[src/rtl/core/vfcb_pkg.sv]
// Shared types, widths and codes of the video fade and crossfade blend core.
// No dependencies; every core file refers to it by scoped names.
`default_nettype none

package vfcb_pkg;

   // Field and datapath widths
   localparam int SAMPLE_BITS          = 8;
   localparam int LEN_BITS             = 16;
   localparam int NUM_BITS             = 24;  // sample times length
   localparam int DIV_STEPS            = 8;   // quotient never exceeds 255
   localparam int FRAME_COUNT_BITS_DEF = 16;

   // Configuration register indexes
   localparam logic [1:0] CSR_MODE         = 2'd0;
   localparam logic [1:0] CSR_FADE_LENGTH  = 2'd1;
   localparam logic [1:0] CSR_TOTAL_FRAMES = 2'd2;

   // Fade modes
   localparam logic [1:0] MODE_FADE_IN   = 2'd0;
   localparam logic [1:0] MODE_FADE_OUT  = 2'd1;
   localparam logic [1:0] MODE_CROSSFADE = 2'd2;

   // Sequencer states
   typedef enum logic [2:0] {
      ST_IDLE,
      ST_MUL_A,
      ST_MUL_B,
      ST_DIV,
      ST_DONE
   } state_type;

   // Divider control from the sequencer
   typedef struct packed {
      logic load;
      logic step;
   } div_ctrl_type;

endpackage

`default_nettype wire

[src/rtl/core/vfcb_div.sv]
// Iterative restoring divider with round-half-to-even and clamp to 0..255.
// Depends on vfcb_pkg for widths and the divider control struct.
`default_nettype none

module vfcb_div (
   input  wire                                  clock,
   input  wire  vfcb_pkg::div_ctrl_type         ctrl,
   input  wire  [vfcb_pkg::NUM_BITS-1:0]        num,
   input  wire  [vfcb_pkg::LEN_BITS-1:0]        den,
   output logic [vfcb_pkg::SAMPLE_BITS-1:0]     pixel
);

   localparam int NB = vfcb_pkg::NUM_BITS;
   localparam int LB = vfcb_pkg::LEN_BITS;
   localparam int SB = vfcb_pkg::SAMPLE_BITS;

   logic [NB-1:0] rem_ff, rem_in;
   logic [NB-1:0] dsh_ff, dsh_in;
   logic [SB-1:0] quo_ff, quo_in;
   logic [LB-1:0] den_ff, den_in;
   logic          ge;
   logic [LB:0]   rem2;
   logic [LB:0]   den_x;
   logic          round_up;
   logic [SB:0]   quo_r;

   // One trial subtraction per step, divisor aligned to the quotient bit
   always_comb begin
      rem_in = rem_ff;
      dsh_in = dsh_ff;
      quo_in = quo_ff;
      den_in = den_ff;
      ge     = (rem_ff >= dsh_ff);
      if (ctrl.load) begin
         rem_in = num;
         dsh_in = NB'(den) << (vfcb_pkg::DIV_STEPS - 1);
         quo_in = '0;
         den_in = den;
      end else if (ctrl.step) begin
         rem_in = ge ? (rem_ff - dsh_ff) : rem_ff;
         dsh_in = dsh_ff >> 1;
         quo_in = {quo_ff[SB-2:0], ge};
      end
   end

   always_ff @(posedge clock) begin
      rem_ff <= rem_in;
      dsh_ff <= dsh_in;
      quo_ff <= quo_in;
      den_ff <= den_in;
   end

   // Round half to even on the final remainder, then saturate
   always_comb begin
      rem2     = {rem_ff[LB-1:0], 1'b0};
      den_x    = {1'b0, den_ff};
      round_up = (rem2 > den_x) || ((rem2 == den_x) && quo_ff[0]);
      quo_r    = {1'b0, quo_ff} + (SB+1)'(round_up);
      pixel    = quo_r[SB] ? {SB{1'b1}} : quo_r[SB-1:0];
   end

endmodule

`default_nettype wire

[src/rtl/core/video_fade_crossfade_blend_core.sv]
// Top level of the video fade and crossfade blend core: registers, frame
// index, weight set-up, shared multiplier and sequencer. Uses vfcb_pkg, vfcb_div.
`default_nettype none

// Each accepted sample is weighted by a per-frame linear factor (fade in, fade
// out, or crossfade of sample_a into sample_b) and the exact quotient by the
// fade length is rounded half to even. Two passes through one shared 8x16
// multiplier build the numerator, then an iterative restoring divider resolves
// one quotient bit per cycle, and the result is registered. req_tready is high
// only while the sequencer is idle; a finished result waits in the output
// register, so a new sample can be taken before the previous one is collected.
// The frame index counts words with req_tlast set, saturates, and clears on
// any write to registers 0 to 2. Write configuration only while no sample is
// in flight.
module video_fade_crossfade_blend_core #(
   parameter int FRAME_COUNT_BITS = vfcb_pkg::FRAME_COUNT_BITS_DEF
) (
   input  wire         clock,
   input  wire         reset,
   // Sample input
   input  wire         req_tvalid,
   output logic        req_tready,
   input  wire  [15:0] req_tdata,   // [7:0] sample_a, [15:8] sample_b
   input  wire         req_tlast,   // frame_end
   // Result output
   output logic        rsp_tvalid,
   input  wire         rsp_tready,
   output logic [7:0]  rsp_tdata,   // [7:0] pixel_out
   output logic        rsp_tlast,   // frame_end_out
   // Configuration writes
   input  wire         csr_we,
   input  wire  [1:0]  csr_index,
   input  wire  [15:0] csr_wdata
);

   localparam int SB = vfcb_pkg::SAMPLE_BITS;
   localparam int LB = vfcb_pkg::LEN_BITS;
   localparam int NB = vfcb_pkg::NUM_BITS;
   localparam int FB = FRAME_COUNT_BITS;
   localparam int WW = ((FB > LB) ? FB : LB) + 2;
   localparam int CB = $clog2(vfcb_pkg::DIV_STEPS);

   vfcb_pkg::state_type    state_ff, state_in;
   vfcb_pkg::div_ctrl_type div_ctrl;

   logic [1:0]    mode_ff, mode_in;
   logic [LB-1:0] len_ff, len_in;
   logic [LB-1:0] tot_ff, tot_in;
   logic [FB-1:0] idx_ff, idx_in;
   logic [CB-1:0] cnt_ff, cnt_in;

   logic [SB-1:0] a1_ff, a2_ff, a1_in, a2_in;
   logic [LB-1:0] w1_ff, w2_ff, w1_in, w2_in;
   logic [LB-1:0] den_ff, den_in;
   logic          last_ff;
   logic [NB-1:0] acc_ff;

   logic          rsp_valid_ff, rsp_valid_in;
   logic [SB-1:0] rsp_pix_ff;
   logic          rsp_last_ff;

   logic          accept;
   logic          csr_hit;
   logic          mul_sel_b;
   logic          acc_load;
   logic          cnt_clear;
   logic          cnt_step;
   logic          rsp_load;
   logic [SB-1:0] mul_a;
   logic [LB-1:0] mul_w;
   logic [NB-1:0] prod;
   logic [NB-1:0] num_sum;
   logic [SB-1:0] div_pixel;

   logic signed [WW-1:0] idx_s, len_s, tot_s, start_s, wout_s, k_s;
   logic [LB-1:0]        k16;
   logic [SB-1:0]        samp_a, samp_b;

   assign accept  = req_tvalid && req_tready;
   assign csr_hit = csr_we && ((csr_index == vfcb_pkg::CSR_MODE) ||
                               (csr_index == vfcb_pkg::CSR_FADE_LENGTH) ||
                               (csr_index == vfcb_pkg::CSR_TOTAL_FRAMES));
   assign samp_a  = req_tdata[SB-1:0];
   assign samp_b  = req_tdata[2*SB-1:SB];

   // Hold configuration; advance or clear the frame index
   always_comb begin
      mode_in = mode_ff;
      len_in  = len_ff;
      tot_in  = tot_ff;
      idx_in  = idx_ff;
      if (csr_we) begin
         case (csr_index)
            vfcb_pkg::CSR_MODE:         mode_in = csr_wdata[1:0];
            vfcb_pkg::CSR_FADE_LENGTH:  len_in  = csr_wdata;
            vfcb_pkg::CSR_TOTAL_FRAMES: tot_in  = csr_wdata;
            default:                    mode_in = mode_ff;
         endcase
      end
      if (csr_hit) begin
         idx_in = '0;
      end else if (accept && req_tlast && (idx_ff != {FB{1'b1}})) begin
         idx_in = idx_ff + FB'(1);
      end
   end

   // Work out multiplier operands and divisor for the accepted word
   always_comb begin
      idx_s   = signed'(WW'(idx_ff));
      len_s   = signed'(WW'(len_ff));
      tot_s   = signed'(WW'(tot_ff));
      start_s = tot_s - len_s;
      wout_s  = tot_s - idx_s;
      k_s     = (idx_s < len_s) ? idx_s : len_s;
      k16     = k_s[LB-1:0];
      a1_in   = samp_a;
      w1_in   = LB'(1);
      a2_in   = '0;
      w2_in   = '0;
      den_in  = LB'(1);
      if (len_ff != '0) begin
         case (mode_ff)
            vfcb_pkg::MODE_FADE_IN: begin
               w1_in  = k16;
               den_in = len_ff;
            end
            vfcb_pkg::MODE_FADE_OUT: begin
               if (idx_s >= start_s) begin
                  w1_in  = (wout_s > 0) ? wout_s[LB-1:0] : '0;
                  den_in = len_ff;
               end
            end
            vfcb_pkg::MODE_CROSSFADE: begin
               w1_in  = len_ff - k16;
               a2_in  = samp_b;
               w2_in  = k16;
               den_in = len_ff;
            end
            default: begin
               den_in = LB'(1);
            end
         endcase
      end
   end

   // Shared multiplier, used once per operand pair
   assign mul_a   = mul_sel_b ? a2_ff : a1_ff;
   assign mul_w   = mul_sel_b ? w2_ff : w1_ff;
   assign prod    = NB'(mul_a) * NB'(mul_w);
   assign num_sum = acc_ff + prod;

   // Next state
   always_comb begin
      state_in = state_ff;
      case (state_ff)
         vfcb_pkg::ST_IDLE:  if (req_tvalid) state_in = vfcb_pkg::ST_MUL_A;
         vfcb_pkg::ST_MUL_A: state_in = vfcb_pkg::ST_MUL_B;
         vfcb_pkg::ST_MUL_B: state_in = vfcb_pkg::ST_DIV;
         vfcb_pkg::ST_DIV: begin
            if (cnt_ff == CB'(vfcb_pkg::DIV_STEPS - 1)) state_in = vfcb_pkg::ST_DONE;
         end
         vfcb_pkg::ST_DONE: begin
            if (!rsp_valid_ff || rsp_tready) state_in = vfcb_pkg::ST_IDLE;
         end
         default: state_in = vfcb_pkg::ST_IDLE;
      endcase
   end

   // Sequencer outputs
   always_comb begin
      req_tready    = 1'b0;
      mul_sel_b     = 1'b0;
      acc_load      = 1'b0;
      cnt_clear     = 1'b0;
      cnt_step      = 1'b0;
      rsp_load      = 1'b0;
      div_ctrl.load = 1'b0;
      div_ctrl.step = 1'b0;
      case (state_ff)
         vfcb_pkg::ST_IDLE: begin
            req_tready = 1'b1;
         end
         vfcb_pkg::ST_MUL_A: begin
            acc_load = 1'b1;
         end
         vfcb_pkg::ST_MUL_B: begin
            mul_sel_b     = 1'b1;
            div_ctrl.load = 1'b1;
            cnt_clear     = 1'b1;
         end
         vfcb_pkg::ST_DIV: begin
            div_ctrl.step = 1'b1;
            cnt_step      = 1'b1;
         end
         vfcb_pkg::ST_DONE: begin
            rsp_load = !rsp_valid_ff || rsp_tready;
         end
         default: begin
            req_tready = 1'b0;
         end
      endcase
   end

   // Divider step count
   always_comb begin
      cnt_in = cnt_ff;
      if (cnt_clear) begin
         cnt_in = '0;
      end else if (cnt_step) begin
         cnt_in = cnt_ff + CB'(1);
      end
   end

   // Output register: load a finished word, drop it once taken
   always_comb begin
      rsp_valid_in = rsp_valid_ff;
      if (rsp_load) begin
         rsp_valid_in = 1'b1;
      end else if (rsp_tready) begin
         rsp_valid_in = 1'b0;
      end
   end

   // Control state
   always_ff @(posedge clock) begin
      if (reset) begin
         state_ff     <= vfcb_pkg::ST_IDLE;
         mode_ff      <= '0;
         len_ff       <= '0;
         tot_ff       <= '0;
         idx_ff       <= '0;
         cnt_ff       <= '0;
         rsp_valid_ff <= 1'b0;
      end else begin
         state_ff     <= state_in;
         mode_ff      <= mode_in;
         len_ff       <= len_in;
         tot_ff       <= tot_in;
         idx_ff       <= idx_in;
         cnt_ff       <= cnt_in;
         rsp_valid_ff <= rsp_valid_in;
      end
   end

   // Payload registers
   always_ff @(posedge clock) begin
      if (accept) begin
         a1_ff   <= a1_in;
         w1_ff   <= w1_in;
         a2_ff   <= a2_in;
         w2_ff   <= w2_in;
         den_ff  <= den_in;
         last_ff <= req_tlast;
      end
      if (acc_load) begin
         acc_ff <= prod;
      end
      if (rsp_load) begin
         rsp_pix_ff  <= div_pixel;
         rsp_last_ff <= last_ff;
      end
   end

   vfcb_div u_div (
      .clock (clock),
      .ctrl  (div_ctrl),
      .num   (num_sum),
      .den   (den_ff),
      .pixel (div_pixel)
   );

   assign rsp_tvalid = rsp_valid_ff;
   assign rsp_tdata  = rsp_pix_ff;
   assign rsp_tlast  = rsp_last_ff;

endmodule

`default_nettype wire

[config.mk]
export PLATFORM = sky130hd
export DESIGN_NAME = video_fade_crossfade_blend_core
export DESIGN_NICKNAME = d
export VERILOG_FILES = /design/src/rtl/core/vfcb_pkg.sv /design/src/rtl/core/vfcb_div.sv /design/src/rtl/core/video_fade_crossfade_blend_core.sv
export SDC_FILE = /design/constraint.sdc
export NUM_CORES = 1
export LEC_CHECK = 0
export ABC_AREA = 1
export ABC_CLOCK_PERIOD_IN_PS = 8000
export BUFFER_PORTS_ARGS = -buffer_cell sky130_fd_sc_hd__buf_2
export CAP_MARGIN = 20
export CORE_ASPECT_RATIO = 0.75
export CORE_MARGIN = 2
export CORE_UTILIZATION = 55
export DETAILED_ROUTE_END_ITERATION = 10
export PLACE_DENSITY = 0.79
export SYNTH_ARGS = -nofsm -noshare
export SYNTH_HDL_FRONTEND = slang
export SYNTH_SLANG_ARGS = --single-unit
[constraint.sdc]
create_clock -name clock -period 8 [get_ports clock]
set_clock_uncertainty 0.1 [all_clocks]
set_input_delay 0.4 -clock clock [delete_from_list [all_inputs] [get_ports clock]]
set_output_delay 0.4 -clock clock [all_outputs]
set_load 0.01 [all_outputs]
# Yosys cells after proc, flatten, opt, wreduce, memory -nomap -nowiden
# Cells that the tools add are included.
# classes
n_reduce_logical	26
n_mul	1
n_eq_ne	14
order_cmp	5
bitwise	0
shift	0
div	0
mux	24
addsub	8
# ops
op	n
$mux W16	5
$mux W24	3
$pmux W16 S3	1
$mux W23	2
$sub A16 B16 Y17	2
$pmux W16 S2	1
$add A24 B24 Y24	1
$ge A24 B23 Y1	1
$mul A8 B16 Y24	1
$sub A24 B23 Y24	1
$eq A17 B16 Y1	1
$ge A17 B17 Y1	1
$gt A17 B1 Y1 const B	1
$gt A17 B16 Y1	1
$add A16 B1 Y16 const B	1
$lt A16 B16 Y1	1
$ne A16 B16 Y1 const B	1
$reduce_bool A16 Y1	1
$sub A16 B16 Y16	1
$pmux W3 S5	1
$reduce_and A2 Y1	5
$add A8 B1 Y9	1
$mux W3	3
$mux W8	1
other kinds (16)	40
# totals
ff_bits	226
mem_count	0
out_inout_bits	11
latchBits	0
mem_bits_ro	0
mem_bits_rw	0

# Longest topological paths before layout
# depth
word_depth	6
mapped_depth	40

# By module
# From an unflattened synthesis, not the netlist that was laid out.
# unflattened
cells_unflattened	2603
hier_area_um2	19708.9
# by_module_without_submodules
mod	cells_per_inst	seq_area_each_um2	instances	area_per_inst_um2
video_fade_crossfade_blend_core	1908	4083.9	1	14706.6
vfcb_div	695	1981.9	1	5002.3

# Worst setup path after synthesis
# OpenSTA, ideal clock, no wires.
# synth_timing
path_kind	register to register
from	register state_ff[0]
to	register u_div.rem_ff[21], data pin
synth_period_minus_slack_ns	6.611
stages_incl_launch_ff	35
arrival_time_ns	6.253
slack_ns	1.389
t_required_ns	7.642
n_path_buf	2
path_cell_list	dfxtp_1 > nor2_2 > inv_1 > nor2_4 > inv_2 > buf_2 > buf_2 > o21ai_0 > inv_1 > nor2_1 > fa_1 > fa_1 > fa_1 > inv_1 > fa_1 > inv_1 > ha_1 > nand2_1 > nor2_1 > nand2_1 > o211ai_1 > a31oi_1 > o21bai_1 > nand2_1 > nand2_1 > xor2_1 > ha_1 > a21oi_1 > o21ai_0 > a21oi_1 > nand3_1 > a31o_2 > or2_2 > nand2_1 > nand2_1
# synth_via
elab_chain_len	6
word_cells_on_any_way	7
# synth_rtl
item	line	rtl
start, declared	video_fade_crossfade_blend_core.sv:43	vfcb_pkg::state_type state_ff, state_in;
start signal, assigned	video_fade_crossfade_blend_core.sv:227	state_ff <= vfcb_pkg::ST_IDLE;
start signal, assigned	video_fade_crossfade_blend_core.sv:235	state_ff <= state_in;
$eq A3 B2 Y1 *	video_fade_crossfade_blend_core.sv:179	case (state_ff)
$mux W1 *	video_fade_crossfade_blend_core.sv:179	
$mux W8 / $mux W16 (equally long branches)	video_fade_crossfade_blend_core.sv:147, video_fade_crossfade_blend_core.sv:148	
$mul A8 B16 Y24 *	video_fade_crossfade_blend_core.sv:149	assign prod = NB'(mul_a) * NB'(mul_w);
via prod[18]	video_fade_crossfade_blend_core.sv:71	logic [NB-1:0] prod;
$add A24 B24 Y24 *	video_fade_crossfade_blend_core.sv:150	assign num_sum = acc_ff + prod;
$mux W24 *	vfcb_div.sv:34	if (ctrl.load) begin
via u_div.rem_in[21]	vfcb_div.sv:17	logic [NB-1:0] rem_ff, rem_in;
end signal, assigned	vfcb_div.sv:47	rem_ff <= rem_in;
end, declared	vfcb_div.sv:17	
# The timed path passes the listed nets; every way through them passes the cells marked *.
# A chain may end at the register's enable or synchronous reset.

# Worst setup path after layout
# layout_timing
from	register state_ff[2]
to	register u_div.rem_ff[21], data pin
# Same word-level chain as after synthesis.

==> flow_summary.yaml <==
status:
  status: "finished, final reports clean"
finish:
  drive_gt1_share_pct: 5.73
  fin_cells: 3021
  fill_cells: 3087
  n_antenna_cell: 0
  fin_nets: 2864
  synthToLayoutAreaGrowth_pct: 8.42
  design_area_um2: 20900
  top_regs: "acc_ff: 24 flops, u_div.rem_ff: 24 flops, u_div.dsh_ff: 23 flops"
logic_synthesis:
  synth.area.top_cells: "edfxtp_1, ha_1, nand2_1"
  synth-async-reset-ratio_pct: 0
  synthCells: 2492
  ys_ff_latch: 226
  syn_nets: 2810
  synth_top_area_cell: "edfxtp_1"
  synth_edf_count: 154
  yosysTopAreaCellShare_pct: 24.0
  synth-warning-count: 0
  yosysSeqAreaShare_pct: 31.5
  synth_cell_types: 54
  synth_ff_type: "edfxtp_1"
  synthTopCellsByCount: "nand2_1, inv_1, nor2_1"
  syn_area_per_cell_um2: 7.74
  syn_area_um2: 19300
  yosysMostFrequentCell: "nand2_1"
clocking:
  clk_path_buf_depth: 3
  cts_root_buffer: "clkbuf_16"
  clock_latency_ps: 550
  cts_sinks: 226
  cts_setup_buffers: 0
  cts_tree: "yes"
  clk_pin_slew_ps: 60
  htree_levels: 1
  cts_buffers: 24
die:
  die_w_um: 220
  core_um2: 34600
  start_util_pct: 55.7
  pin_count: 51
  fp.dieArea_um2: 36600
  rows: 59
  die_height_um: 166
hold_path:
  hold_class: "in -> reg"
global_routing:
  grt_usage_pct: 29.9
  grt-ovfl-total: 0
  grt_pass1_wl_um: 86900
  grt-busiest-layer: "met1"
  met2_usage_pct: 43.7
  met3_usage_pct: 5.46
  grt_max_degree: 67
  antenna_found_initial: 0
  grt_pass1_vias: 16600
  met1_usage_pct: 44.8
sta:
  fin_crit_sh_pct: 91.6
  period_minus_slack_ps: 7330
  rsz0062_at_grt: "false"
  tns_ps: 0
  slew_headroom_pct: 32.1
  tightest_slew_ps: 1010
  fmax_ghz: 0.136
  hold_viol: 0
  report.final.slew_viol_count: 0
  setup_viol: 0
placed_design:
  place_congestion: 1.01
  placedCellCount: 2965
  hpwl_um: 42500
  place_area_um2: 20000
  port_buffers: 50
drt:
  ant_nets: 0
  drc_errors: 0
  drt_wl_total_um: 53400
  first_pass_iters: 6
  drt-initial-drc-count: 1659
  vias_per_cell: 5.69
  route.vias.total: 17200
  wl_per_cell_um: 17.7
worst_setup_path:
  worstSetupPathType: "reg -> reg"
  slowest_stage: "fa_1"
  cp.required_ps: 8190
  start_kind: "flop"
  slowest_delay_ps: 560
  cp_max_fo: 28
  end_kind: "flop"
  critPathArrivalTime_ps: 7520
flow_run:
  drv_cap: 0
## metal layers
metal	routed length (um)	share of wire (%)
met4	1720	3.2
met2	22100	41
met1	24900	47
met5	0	0
met3	4670	8.7
## final timing paths
| kind | end | slack, ps | from | cells past startpoint |
|---|---|---|---|---|
| max | u_div.rem_ff[21] | 670 | state_ff[2] | 31 |
| min | last_ff | 30 | req_tlast | 1 |
| max reg2reg | u_div.rem_ff[21] | 670 | state_ff[2] | 31 |
| min reg2reg | u_div.den_ff[1] | 350 | den_ff[1] | 0 |
## layout by cell type (no fill, tap or decap), types with 4 or more instances in the layout
| cell type | n |
|---|---|
| o21ai_0 | 181 |
| nor3_1 | 22 |
| nand2_2 | 4 |
| inv_2 | 5 |
| a31oi_1 | 10 |
| nand4_1 | 25 |
| o21ai_2 | 9 |
| xnor2_1 | 21 |
| a21o_1 | 13 |
| ha_1 | 189 |
| xor2_1 | 32 |
| a211oi_1 | 4 |
| dfxtp_1 | 72 |
| inv_1 | 429 |
| o21a_1 | 4 |
| nor4_1 | 13 |
| clkinv_1 | 4 |
| nand3b_1 | 11 |
| o21ai_1 | 14 |
| o211ai_1 | 9 |
| buf_4 | 9 |
| nor2_2 | 6 |
| a21oi_1 | 222 |
| o21bai_1 | 10 |
| clkbuf_16 | 24 |
| fa_1 | 89 |
| clkbuf_1 | 8 |
| a31o_2 | 5 |
| nand3_1 | 100 |
| edfxtp_1 | 154 |
| dlygate4sd3_1 | 9 |
| nor2_1 | 252 |
| nand2_1 | 494 |
| buf_2 | 50 |
| o31ai_1 | 5 |
| or2_2 | 8 |
## layout make-up
type                    count  area (um2)  share of cell area, %
clock buffers              32         631                   3.02
inverters                 436        1640                   7.84
flip-flops and latches    226        6070                   29.0
repair buffers             71         465                   2.23
multi-input cells        1787       11400                   54.4
clock inverters            12         150                  0.718
well taps                 457         572                   2.74
## logic make-up after synthesis
family / after synthesis / synth area share (%)
AND/OR/NAND/NOR: 950 / 20.5
AO/OA/AOI/OAI: 504 / 14.4
buffers and inverters: 479 / 9.55
adder cells (fa/ha/maj): 278 / 21.5
flip-flops: 226 / 31.5
XOR/XNOR: 53 / 2.41
multiplexers: 2 / 0.110
## stage by stage
| stage | setup slack (ps) | utilization [%] | hold slack (ps) |
|---|---|---|---|
| finish | 668 | 60.4 | 32.7 |
| global route | 116 | 60.4 | 29.1 |
| CTS | 568 | 60.2 | 29.4 |
| detailed placement | 575 | 57.7 | 332 |
| global placement | 714 | 57.7 | 332 |
| floorplan | 1390 | - | 300 |
## critical path: cells and delay by family (launching register included)
| kind | cells | cell delay, ps |
|---|---|---|
| XOR/XNOR | 1 | 280 |
| adder cells (fa/ha/maj) | 6 | 2710 |
| buffers and inverters | 6 | 790 |
| AND/OR/NAND/NOR | 10 | 1420 |
| AO/OA/AOI/OAI | 8 | 1430 |
| flip-flops | 1 | 350 |
## timing repair
action                                 4_1_cts  5_1_grt
setup endpoints to repair                    0        1
gates resized for setup                      0        2
endpoints found under the hold margin        9        0
hold buffers                                 9        0
Power is not shown: default switching activity piles up to over one toggle a cycle in this logic, so the estimate is an artifact.
